===== src/hdl/pvt_pkg.sv =====
// Shared types and constants of the pinned vertex table.
// No dependencies; pvt_cell, pinned_vertex_table and the sim files import this package.
`default_nettype none

package pvt_pkg;

  // Float bit patterns written to a vertex while it is pinned
  localparam logic [31:0] PIN_MASS_BITS  = 32'h4B18967F;  // 9999999.0
  localparam logic [31:0] PIN_RECIP_BITS = 32'h00000000;  // 0.0

  localparam int unsigned VTOTAL_WIDTH = 21;
  localparam int unsigned COUNT_OUT_WIDTH = 7;

  typedef enum logic [0:0] {
    MODE_PIN   = 1'b0,
    MODE_UNPIN = 1'b1
  } mode_e;

  typedef enum logic [2:0] {
    ST_PINNED     = 3'd0,
    ST_ALREADY    = 3'd1,
    ST_RANGE      = 3'd2,
    ST_FULL       = 3'd3,
    ST_RESTORED   = 3'd4,
    ST_NOT_PINNED = 3'd5
  } status_e;

  typedef enum logic [1:0] {
    S_IDLE = 2'b01,
    S_EXEC = 2'b10
  } state_e;

  // Control broadcast from the sequencer to every cell of the row
  typedef struct packed {
    logic capture;   // compare the incoming key against the cell entry
    logic shift_up;  // every cell takes the entry of its lower neighbor
    logic remove;    // cells at or above the hit take their upper neighbor
  } cell_ctrl_t;

endpackage

`default_nettype wire


===== src/hdl/pvt_cell.sv =====
// One slot of the pinned vertex table row: entry registers and key compare.
// Uses pvt_pkg for the broadcast control struct.
`default_nettype none

module pvt_cell
  import pvt_pkg::*;
#(
  parameter int unsigned INDEX_WIDTH = 20,
  parameter int unsigned COUNT_WIDTH = 7,
  parameter int unsigned POS         = 0
) (
  input  wire logic                   clk_i,
  input  wire logic                   rst_ni,
  input  wire cell_ctrl_t             ctrl_i,
  input  wire logic [COUNT_WIDTH-1:0] count_i,
  input  wire logic [INDEX_WIDTH-1:0] key_i,
  input  wire logic                   prefix_i,
  input  wire logic [INDEX_WIDTH-1:0] lo_idx_i,
  input  wire logic [31:0]            lo_mass_i,
  input  wire logic [31:0]            lo_inv_i,
  input  wire logic [INDEX_WIDTH-1:0] up_idx_i,
  input  wire logic [31:0]            up_mass_i,
  input  wire logic [31:0]            up_inv_i,
  output logic      [INDEX_WIDTH-1:0] idx_o,
  output logic      [31:0]            mass_o,
  output logic      [31:0]            inv_o,
  output logic                        match_o
);

  logic [INDEX_WIDTH-1:0] idx_q;
  logic [31:0]            mass_q;
  logic [31:0]            inv_q;
  logic                   match_q;
  logic                   in_use;

  assign in_use = (count_i > COUNT_WIDTH'(POS));

  always_ff @(posedge clk_i) begin
    if (ctrl_i.shift_up) begin
      idx_q  <= lo_idx_i;
      mass_q <= lo_mass_i;
      inv_q  <= lo_inv_i;
    end else if (ctrl_i.remove && prefix_i) begin
      idx_q  <= up_idx_i;
      mass_q <= up_mass_i;
      inv_q  <= up_inv_i;
    end
  end

  always_ff @(posedge clk_i or negedge rst_ni) begin
    if (!rst_ni) begin
      match_q <= 1'b0;
    end else if (ctrl_i.capture) begin
      match_q <= in_use && (idx_q == key_i);
    end
  end

  assign idx_o   = idx_q;
  assign mass_o  = mass_q;
  assign inv_o   = inv_q;
  assign match_o = match_q;

endmodule

`default_nettype wire


===== config.mk =====
export PLATFORM = sky130hd
export DESIGN_NAME = pvt_cell
export DESIGN_NICKNAME = d
export VERILOG_FILES = /design/src/hdl/pvt_pkg.sv /design/src/hdl/pvt_cell.sv
export SDC_FILE = /design/constraint.sdc
export NUM_CORES = 1
export LEC_CHECK = 0
export ABC_AREA = 1
export BUFFER_PORTS_ARGS = -buffer_cell sky130_fd_sc_hd__buf_2
export CAP_MARGIN = 20
export CORE_AREA = 2 2 112 114
export DETAILED_ROUTE_END_ITERATION = 6
export DIE_AREA = 0 0 114 116
export GPL_TIMING_DRIVEN = 0
export PLACE_DENSITY_LB_ADDON = 0.12
export SYNTH_ARGS = -nofsm -noshare
export SYNTH_HDL_FRONTEND = slang
export SYNTH_SLANG_ARGS = --single-unit
export TNS_END_PERCENT = 10

===== constraint.sdc =====
create_clock -name clk_i -period 1.15 [get_ports clk_i]
set_clock_uncertainty 0.15 [all_clocks]
set_input_delay 0.0575 -clock clk_i [delete_from_list [all_inputs] [get_ports clk_i]]
set_output_delay 0.0575 -clock clk_i [all_outputs]
set_load 0.005 [all_outputs]

==> metrics.txt, run 1 <==
status=finished with violations; failing checks=setup timing; Top Ports=286; CTS H-tree lvls=3; Synth Area in Adders=0%; Post-synth EDFFs=84; Core Area=11900 um2; final hold violation count=0; drt first pass iters=4; Die H=116 um; Syn Inst Count=482; routed via count=4823; P&R area growth vs syn=89.9%; Synth area leader=edfxtp_1; type of the worst setup path=flip-flop to flip-flop; Clk pin slew, worst setup/hold paths=0.06 ns; Clock Tree Buf Depth=2; n_diodes=0; global-route met3 utilization=6.85%; Layout Cells excl Fill=1103; Fmax=802 MHz; Post-Synth Simple-Gate Area=31.0%; crit path capture type=flip-flop; Hold Slack=0.0520 ns; CP required=1.27 ns; PortBufs=285; Starting Density=34.2%; Synth cell types=11; TritonCTS buffer count=9; P per Cell Area=1120 nW/um2; Post-DP Area=5700 um2; first-pass GRT wire length=23000 um; placed cell count=914; largest net degree at the start of global routing=85; syn_area_per_cell=8.45 um2; CP startpoint kind=flip-flop; Slew @ Worst Pin=0.573 ns; hpwl dp=9890 um; Routed WL=15600 um; gr usage total=22.7%; unrepaired setup endpoints after global routing=yes; vias in the first global route=4951; routing usage on met1=22.9%; R2R Path Start=idx_o[11]$_DFFE_PP_; Avg WL per Cell=14.1 um; post-route cell area=7740 um2; row count=40; Post-synth top cells=nand2_1 (313), edfxtp_1 (84), inv_1 (39), nor2_1 (21), buf_2 (16); relative slew slack=61.8%; Post-Syn Area=4070 um2; leakage=4.09 nW; Worst Hold Class=primary input to flip-flop; nets@finish=1153; FF-to-FF setup slack=-0.1 ns; most used routing layer=met2; initial antenna violation count=0; share of Yosys cell area claimed by the top area cell type=61.9%; # setup viols final=3; HP Start=key_i[13]; mux cell area share after synthesis=0%; Die W=114 um; Synth Flop Type=edfxtp_1; Routed Antenna Nets=0; minimum clock period=1.25 ns; R2R cell count=7; remaining global-route overflow=0; Compound-Gate Fraction of Synth Area=0.123%; total die area=13200 um2; largest family of logic cells by synthesized area=simple AND/OR/NAND/NOR gates; TritonCTS clock tree=done; Global Route met2 Usage=43.7%; DRC viols=0; Yosys reg bits=85; ys async rst share=1.18%; worst-case hold path end point=match_o$_DFFE_PN0P_; DR iter-0 viols=195; VDD IR-drop max=0.738 mV; XOR/XNOR Fraction of Synth Area=0.215%; YS warnings=0; Mapped Nets=683; Final period util=108%; worst-skew pair later-pin latency=0.33 ns; worst-path fanout max=3; final worst slack=-0.0963 ns; share of cells above drive strength 1=33.9%; Data arrival, critical path=1.36 ns; drt via density=4.37; count leader, synth=nand2_1; hold path cells=6; Area contributors post-synth=edfxtp_1 (62%), nand2_1 (29%), inv_1 (3.6%); Worst R2R End=match_o$_DFFE_PN0P_; final RePlAce weighted congestion=0.779; Final Max Slew Viols=0; Setup Slack @ Placement=-0.312 ns; sequential area share after synthesis=62.5%; number of clock sinks=85; post-route core utilization=64.9%; Root Driver=clkbuf_16; MaxCap Viol Count=0
-- report_power, final --
part / switching (mW) / internal (mW)
combinational: 0.843 / 1.05
sequential: 0.133 / 3.82
clock: 1.14 / 1.65
total: 2.12 / 6.52
-- flip-flops by register name, summed over array words and instances (netlist names) --
register / flops
idx_o: 20
inv_o: 32
mass_o: 32
match_o: 1
-- logic make-up after synthesis --
| kind of cell | Yosys count |
|---|---|
| buffers and inverters | 59 |
| xor gates and xnor gates | 1 |
| and+or+nand+nor | 336 |
| DFF | 85 |
| AOI/OAI and AO/OA | 1 |
-- through the flow --
stage               total power [mW]  TNS (ns)
finish                          8.64    -0.231
global route                    9.02    -0.443
CTS                             8.64    -0.203
detailed placement              5.40    -25.94
global placement                5.36    -24.91
floorplan                       4.53         0
-- final cells by class --
cell class / instances / area, um2
Clock inverter: 6 / 55.1
Multi-Input combinational cell: 339 / 1310
Inverter: 41 / 154
Fill cell: 949 / 4180
Clock buffer: 9 / 225
Buffer: 18 / 97.6
Tap cell: 147 / 184
Timing Repair Buffer: 458 / 3160
Sequential cell: 85 / 2550
-- how the worst max path moves through the flow --
stage                                   start                  end  slack (ns)  cells past startpoint
after global placement              ctrl_i[1]   idx_o[9]$_DFFE_PP_       -0.30                      4
after CTS                  idx_o[6]$_DFFE_PP_  match_o$_DFFE_PN0P_       -0.11                      7
after detailed placement            ctrl_i[1]   idx_o[9]$_DFFE_PP_       -0.31                      4
after global routing      idx_o[11]$_DFFE_PP_  match_o$_DFFE_PN0P_       -0.21                      7
final                     idx_o[11]$_DFFE_PP_  match_o$_DFFE_PN0P_        -0.1                      7
after floorplan                     ctrl_i[1]   idx_o[0]$_DFFE_PP_        0.03                      3
-- repair_timing --
action,CTS,global route
setup endpoints to repair,2,89
cloned,0,1
hold buffers,171,0
buffers inserted,1,1
endpoints found under the hold margin,86,0
resized for setup,1,3
pin swaps,0,1
-- metal layers --
metal  vias to the layer above  part of all wire (%)
li1                       2422                     -
met1                      2149                    37
met2                       220                    52
met3                        32                   7.7
met4                         0                   2.6
met5                         -                     0
-- cells in the final DEF, fill, tap and decap left out --
| cell type | n |
|---|---|
| nand2_1 | 312 |
| buf_2 | 299 |
| dlygate4sd3_1 | 171 |
| edfxtp_1 | 84 |
| inv_1 | 39 |
| nor2_1 | 19 |
| clkbuf_16 | 9 |
| buf_4 | 4 |
| inv_2 | 2 |
| nor2_2 | 2 |
| nand3_1 | 2 |
| clkinv_1 | 2 |
| clkinv_2 | 2 |
| buf_6 | 2 |
| nand2_8 | 1 |
| o21ai_1 | 1 |
| xnor2_1 | 1 |
| bufinv_16 | 1 |
| clkinvlp_4 | 1 |
| nand2_4 | 1 |
| dfrtp_1 | 1 |
-- worst max-delay path, stage by stage (launching register included) --
cell,delay (ns)
edfxtp_1,0.43
nand2_1,0.10
nand2_1,0.05
nor2_1,0.11
nand2_1,0.07
nor2_2,0.11
nand3_1,0.11
nand2_1,0.07
Note: power is estimated with default switching activity, not from simulation.
==> run 2, diff against run 1 <==
--- a/config.mk
+++ b/config.mk
@@ -13,6 +13,8 @@
 export DIE_AREA = 0 0 114 116
 export GPL_TIMING_DRIVEN = 0
 export PLACE_DENSITY_LB_ADDON = 0.12
+export SETUP_SLACK_MARGIN = 0.2
+export SKIP_CTS_REPAIR_TIMING = 1
 export SYNTH_ARGS = -nofsm -noshare
 export SYNTH_HDL_FRONTEND = slang
 export SYNTH_SLANG_ARGS = --single-unit
==> run 2 against run 1 <==
Against the previous run:
- the flow still finishes with violations (setup timing)
- sequential share of layout area decreased by 0.19 points
- count of clock-buffer cells in the layout unchanged
- flip-flop and latch count unchanged
- via count decreased by 0.44%
- routed wire length decreased by 1.9%
- sequential power about the same
==> metrics.txt, run 2 (synthesized netlist as in run 1, its figures left out) <==
status=finished with violations; failing checks=setup timing; type of the worst setup path=flip-flop to flip-flop; Routed Antenna Nets=0; relative slew slack=76.0%; placed cell count=914; minimum clock period=1.24 ns; crit path capture type=flip-flop; HP Start=key_i[2]; total die area=13200 um2; n_diodes=0; Layout Cells excl Fill=1100; leakage=4.11 nW; Worst R2R End=match_o$_DFFE_PN0P_; Die H=116 um; Clk pin slew, worst setup/hold paths=0.06 ns; Root Driver=clkbuf_16; initial antenna violation count=0; Starting Density=34.2%; routed via count=4802; DR iter-0 viols=245; worst-case hold path end point=match_o$_DFFE_PN0P_; Clock Tree Buf Depth=2; P per Cell Area=1140 nW/um2; Hold Slack=0.0181 ns; FF-to-FF setup slack=-0.09 ns; share of cells above drive strength 1=33.8%; TritonCTS clock tree=done; P&R area growth vs syn=91.0%; Slew @ Worst Pin=0.360 ns; Routed WL=15300 um; remaining global-route overflow=0; area of the multi-input gates=1320 um2; Setup Slack @ Placement=-0.336 ns; PortBufs=285; Avg WL per Cell=13.9 um; MaxCap Viol Count=0; largest net degree at the start of global routing=85; worst-path fanout max=3; post-route core utilization=65.3%; hpwl dp=9820 um; most frequent cells in the layout=nand2_1 (311), buf_2 (297), dlygate4sd3_1 (171), edfxtp_1 (84), inv_1 (39); first-pass GRT wire length=18000 um; final worst slack=-0.0865 ns; number of clock sinks=85; unrepaired setup endpoints after global routing=yes; R2R Path Start=idx_o[16]$_DFFE_PP_; DRC viols=0; Fmax=809 MHz; Final Max Slew Viols=0; gr usage total=17.9%; worst-skew pair later-pin latency=0.34 ns; row count=40; post-layout power=8.85 mW; Final period util=108%; post-route cell area=7780 um2; final RePlAce weighted congestion=0.804; Data arrival, critical path=1.36 ns; Top Ports=286; commonest non-fill, non-tap cell in the layout=nand2_1; TritonCTS buffer count=9; Worst Hold Class=primary input to flip-flop; FILL cells=926; nets@finish=1151; final hold violation count=0; R2R cell count=7; # setup viols final=2; hold path cells=8; CP required=1.28 ns; Post-DP Area=5730 um2; CTS H-tree lvls=3; total negative setup slack=-0.0934 ns; drt first pass iters=4; register area=2550 um2; drt via density=4.37; Die W=114 um; CP startpoint kind=flip-flop; Core Area=11900 um2; vias in the first global route=3848; VDD IR-drop max=0.624 mV
## run 2: critical path, stage by stage, from the launching register on
cell and delay (ns):
edfxtp_1 0.42, nor2_1 0.11, nor2_1 0.05, nor2_1 0.11, nand2_1 0.08, nor2_2 0.11
nand3_1 0.10, nand2_1 0.06
## run 2: how the worst max path moves through the flow
stage,startpoint,to,slack [ns]
after floorplan,idx_o[6]$_DFFE_PP_,match_o$_DFFE_PN0P_,0.08
after global placement,ctrl_i[1],inv_o[0]$_DFFE_PP_,-0.32
after detailed placement,ctrl_i[1],inv_o[1]$_DFFE_PP_,-0.34
after CTS,idx_o[18]$_DFFE_PP_,match_o$_DFFE_PN0P_,-0.13
after global routing,idx_o[16]$_DFFE_PP_,match_o$_DFFE_PN0P_,-0.16
final,idx_o[16]$_DFFE_PP_,match_o$_DFFE_PN0P_,-0.09
## run 2: layout make-up
cell class / instances / share of cell area (%)
sequential: 85 / 32.7
clock inverter: 5 / 0.997
buffer: 18 / 1.35
clock buffer: 9 / 2.89
multi-input combinational: 339 / 16.9
inverter: 41 / 2.14
tap: 147 / 2.36
timing repair buffer: 456 / 40.6
## run 2: report_power, final
part	leakage, nW	switching [mW]	total [mW]	internal (mW)
registers	0.856	0.130	3.95	3.82
logic	3.10	0.834	1.89	1.05
clock network	0.149	1.15	3.01	1.87
## run 2: layer usage
| layer | vias up | part of all wire [%] | wire [um] | global-route usage (%) |
|---|---|---|---|---|
| met5 | - | 0 | 0 | 0 |
| met1 | 2109 | 37 | 5640 | 18.7 |
| met4 | 0 | 3.1 | 467 | 9.19 |
| li1 | 2422 | - | - | - |
| met3 | 35 | 8.2 | 1260 | 6.43 |
| met2 | 236 | 52 | 7900 | 31.9 |
==> run 3, diff against run 2 <==
--- a/config.mk
+++ b/config.mk
@@ -6,7 +6,7 @@
 export NUM_CORES = 1
 export LEC_CHECK = 0
 export ABC_AREA = 1
-export BUFFER_PORTS_ARGS = -buffer_cell sky130_fd_sc_hd__buf_2
+export BUFFER_PORTS_ARGS = -buffer_cell sky130_fd_sc_hd__clkbuf_2
 export CAP_MARGIN = 20
 export CORE_AREA = 2 2 112 114
 export DETAILED_ROUTE_END_ITERATION = 6
==> run 3 against run 2 <==
Against the previous run:
- the run still ends with setup timing left
- global-route usage is 0.38 points higher
- non-clock buffer count grew 2
- register-to-register slack worse by 0.04 ns
- critical path depth stayed put
- sequential power about the same
- cell count is 0.45% higher
- routed wire length is 1.9% higher
- worst hold slack got worse by 0.0061 ns
==> metrics.txt, run 3 (synthesized netlist as in run 1, its figures left out) <==
slowest cell on the critical path=edfxtp_1; Setup Slack @ Placement=-0.350 ns; # setup viols final=3; drt first pass iters=5; MaxCap Viol Count=0; share of cells above drive strength 1=34.2%; initial antenna violation count=0; slowest cell delay on critical path=0.43 ns; Post-DP Area=5730 um2; drt via density=4.41; number of clock sinks=85; Die H=116 um; Final Max Slew Viols=0; TritonCTS buffer count=9; Final period util=111%; P per Cell Area=1150 nW/um2; final RePlAce weighted congestion=0.817; placed cell count=914; Fmax=786 MHz; DRC viols=0; nets@finish=1154; n_diodes=0; Routed WL=15600 um; crit path capture type=flip-flop; Root Driver=clkbuf_16; Avg WL per Cell=14.1 um; TritonCTS clock tree=done; hpwl dp=9940 um; Routed Antenna Nets=0; Slew @ Worst Pin=0.340 ns; most frequent cells in the layout=nand2_1 (311), clkbuf_2 (227), dlygate4sd3_1 (171), edfxtp_1 (84), buf_2 (71); Top Ports=286; CP startpoint kind=flip-flop; Worst Hold Class=primary input to flip-flop; P&R area growth vs syn=91.9%; CP required=1.27 ns; Layout Cells excl Fill=1105; cell mode on critical path=nor2_1; leakage=4.17 nW; failing checks=setup timing; worst-skew pair later-pin latency=0.33 ns; post-route cell area=7820 um2; status=finished with violations; final worst slack=-0.122 ns; vias in the first global route=3940; first-pass GRT wire length=18600 um; Core Area=11900 um2; Hold Slack=0.0119 ns; PortBufs=285; DR iter-0 viols=236; CTS H-tree lvls=3; remaining global-route overflow=0; total die area=13200 um2; minimum clock period=1.27 ns; largest net degree at the start of global routing=85; Worst Path Buf+Inv=0; relative slew slack=77.3%; commonest non-fill, non-tap cell in the layout=nand2_1; Clk pin slew, worst setup/hold paths=0.06 ns; type of the worst setup path=flip-flop to flip-flop; post-layout power=8.97 mW; unrepaired setup endpoints after global routing=yes; Die W=114 um; row count=40; Data arrival, critical path=1.40 ns; VDD IR-drop max=0.732 mV; critical path's top delay family=simple AND/OR/NAND/NOR gates; routed via count=4872; Clock Tree Buf Depth=2; Starting Density=34.2%; worst-path fanout max=3; CP Cell Sequence=nor2_1 -> nor2_1 -> nor2_1 -> nand2_1 -> nor2_2 -> nand3_1 -> nand2_1; gr usage total=18.3%; final hold violation count=0
run 3: cell types whose count changed in the layout (fill, tap and decap cells not counted), sizes merged:
cell,delta
clkbuf,+228
clkinvlp,+1
nand2,+1
buf,-225
clkinv,-1
inv,+1
run 3: metal layers:
layer  vias to the layer above  global-route usage, %  routed length, um  share of wire, %
li1                       2432                      -                  -                 -
met1                      2159                   19.8               5700                37
met2                       242                   32.5               8140                52
met3                        39                   6.96               1270               8.1
met4                         0                   7.24                448               2.9
met5                         -                      0                  0                 0
run 3: layout make-up:
cell class / instances / area [um2]
plain buffers: 18 / 105
clock buffers: 10 / 229
clock inverters: 6 / 86.3
fillers: 912 / 4100
inverters: 41 / 166
multi-input cells: 340 / 1330
flip-flops and latches: 85 / 2550
well taps: 147 / 184
repair buffers: 458 / 3170
run 3: report_power, final:
group	internal (mW)	switching, mW	leakage (nW)
combinational	1.06	0.862	3.16
sequential	3.82	0.136	0.856
clock	1.90	1.19	0.153
run 3: metrics by stage:
step	utilization (%)	setup TNS, ns
floorplan	-	0
global placement	48.1	-30.76
detailed placement	48.1	-32.52
CTS	50.7	-0.132
global route	65.6	-0.410
finish	65.6	-0.244
run 3: tightest hold or removal path, stage by stage:
cell and delay (ns):
clkbuf_2 0.09, xnor2_1 0.07, nand3_1 0.08, nor2_2 0.05
nand3_1 0.07, nand2_1 0.04
run 3: worst paths after layout:
path / cells past startpoint / start / to / slack (ns)
worst max-delay path: 7 / idx_o[16]$_DFFE_PP_ / match_o$_DFFE_PN0P_ / -0.12
worst min-delay path: 6 / key_i[13] / match_o$_DFFE_PN0P_ / 0.01
worst max register to register: 7 / idx_o[16]$_DFFE_PP_ / match_o$_DFFE_PN0P_ / -0.12
worst min register to register: 2 / match_o$_DFFE_PN0P_ / match_o$_DFFE_PN0P_ / 0.35
max in group asynchronous: 3 / rst_ni / match_o$_DFFE_PN0P_ / 0.30
min in group asynchronous: 3 / rst_ni / match_o$_DFFE_PN0P_ / 0.43
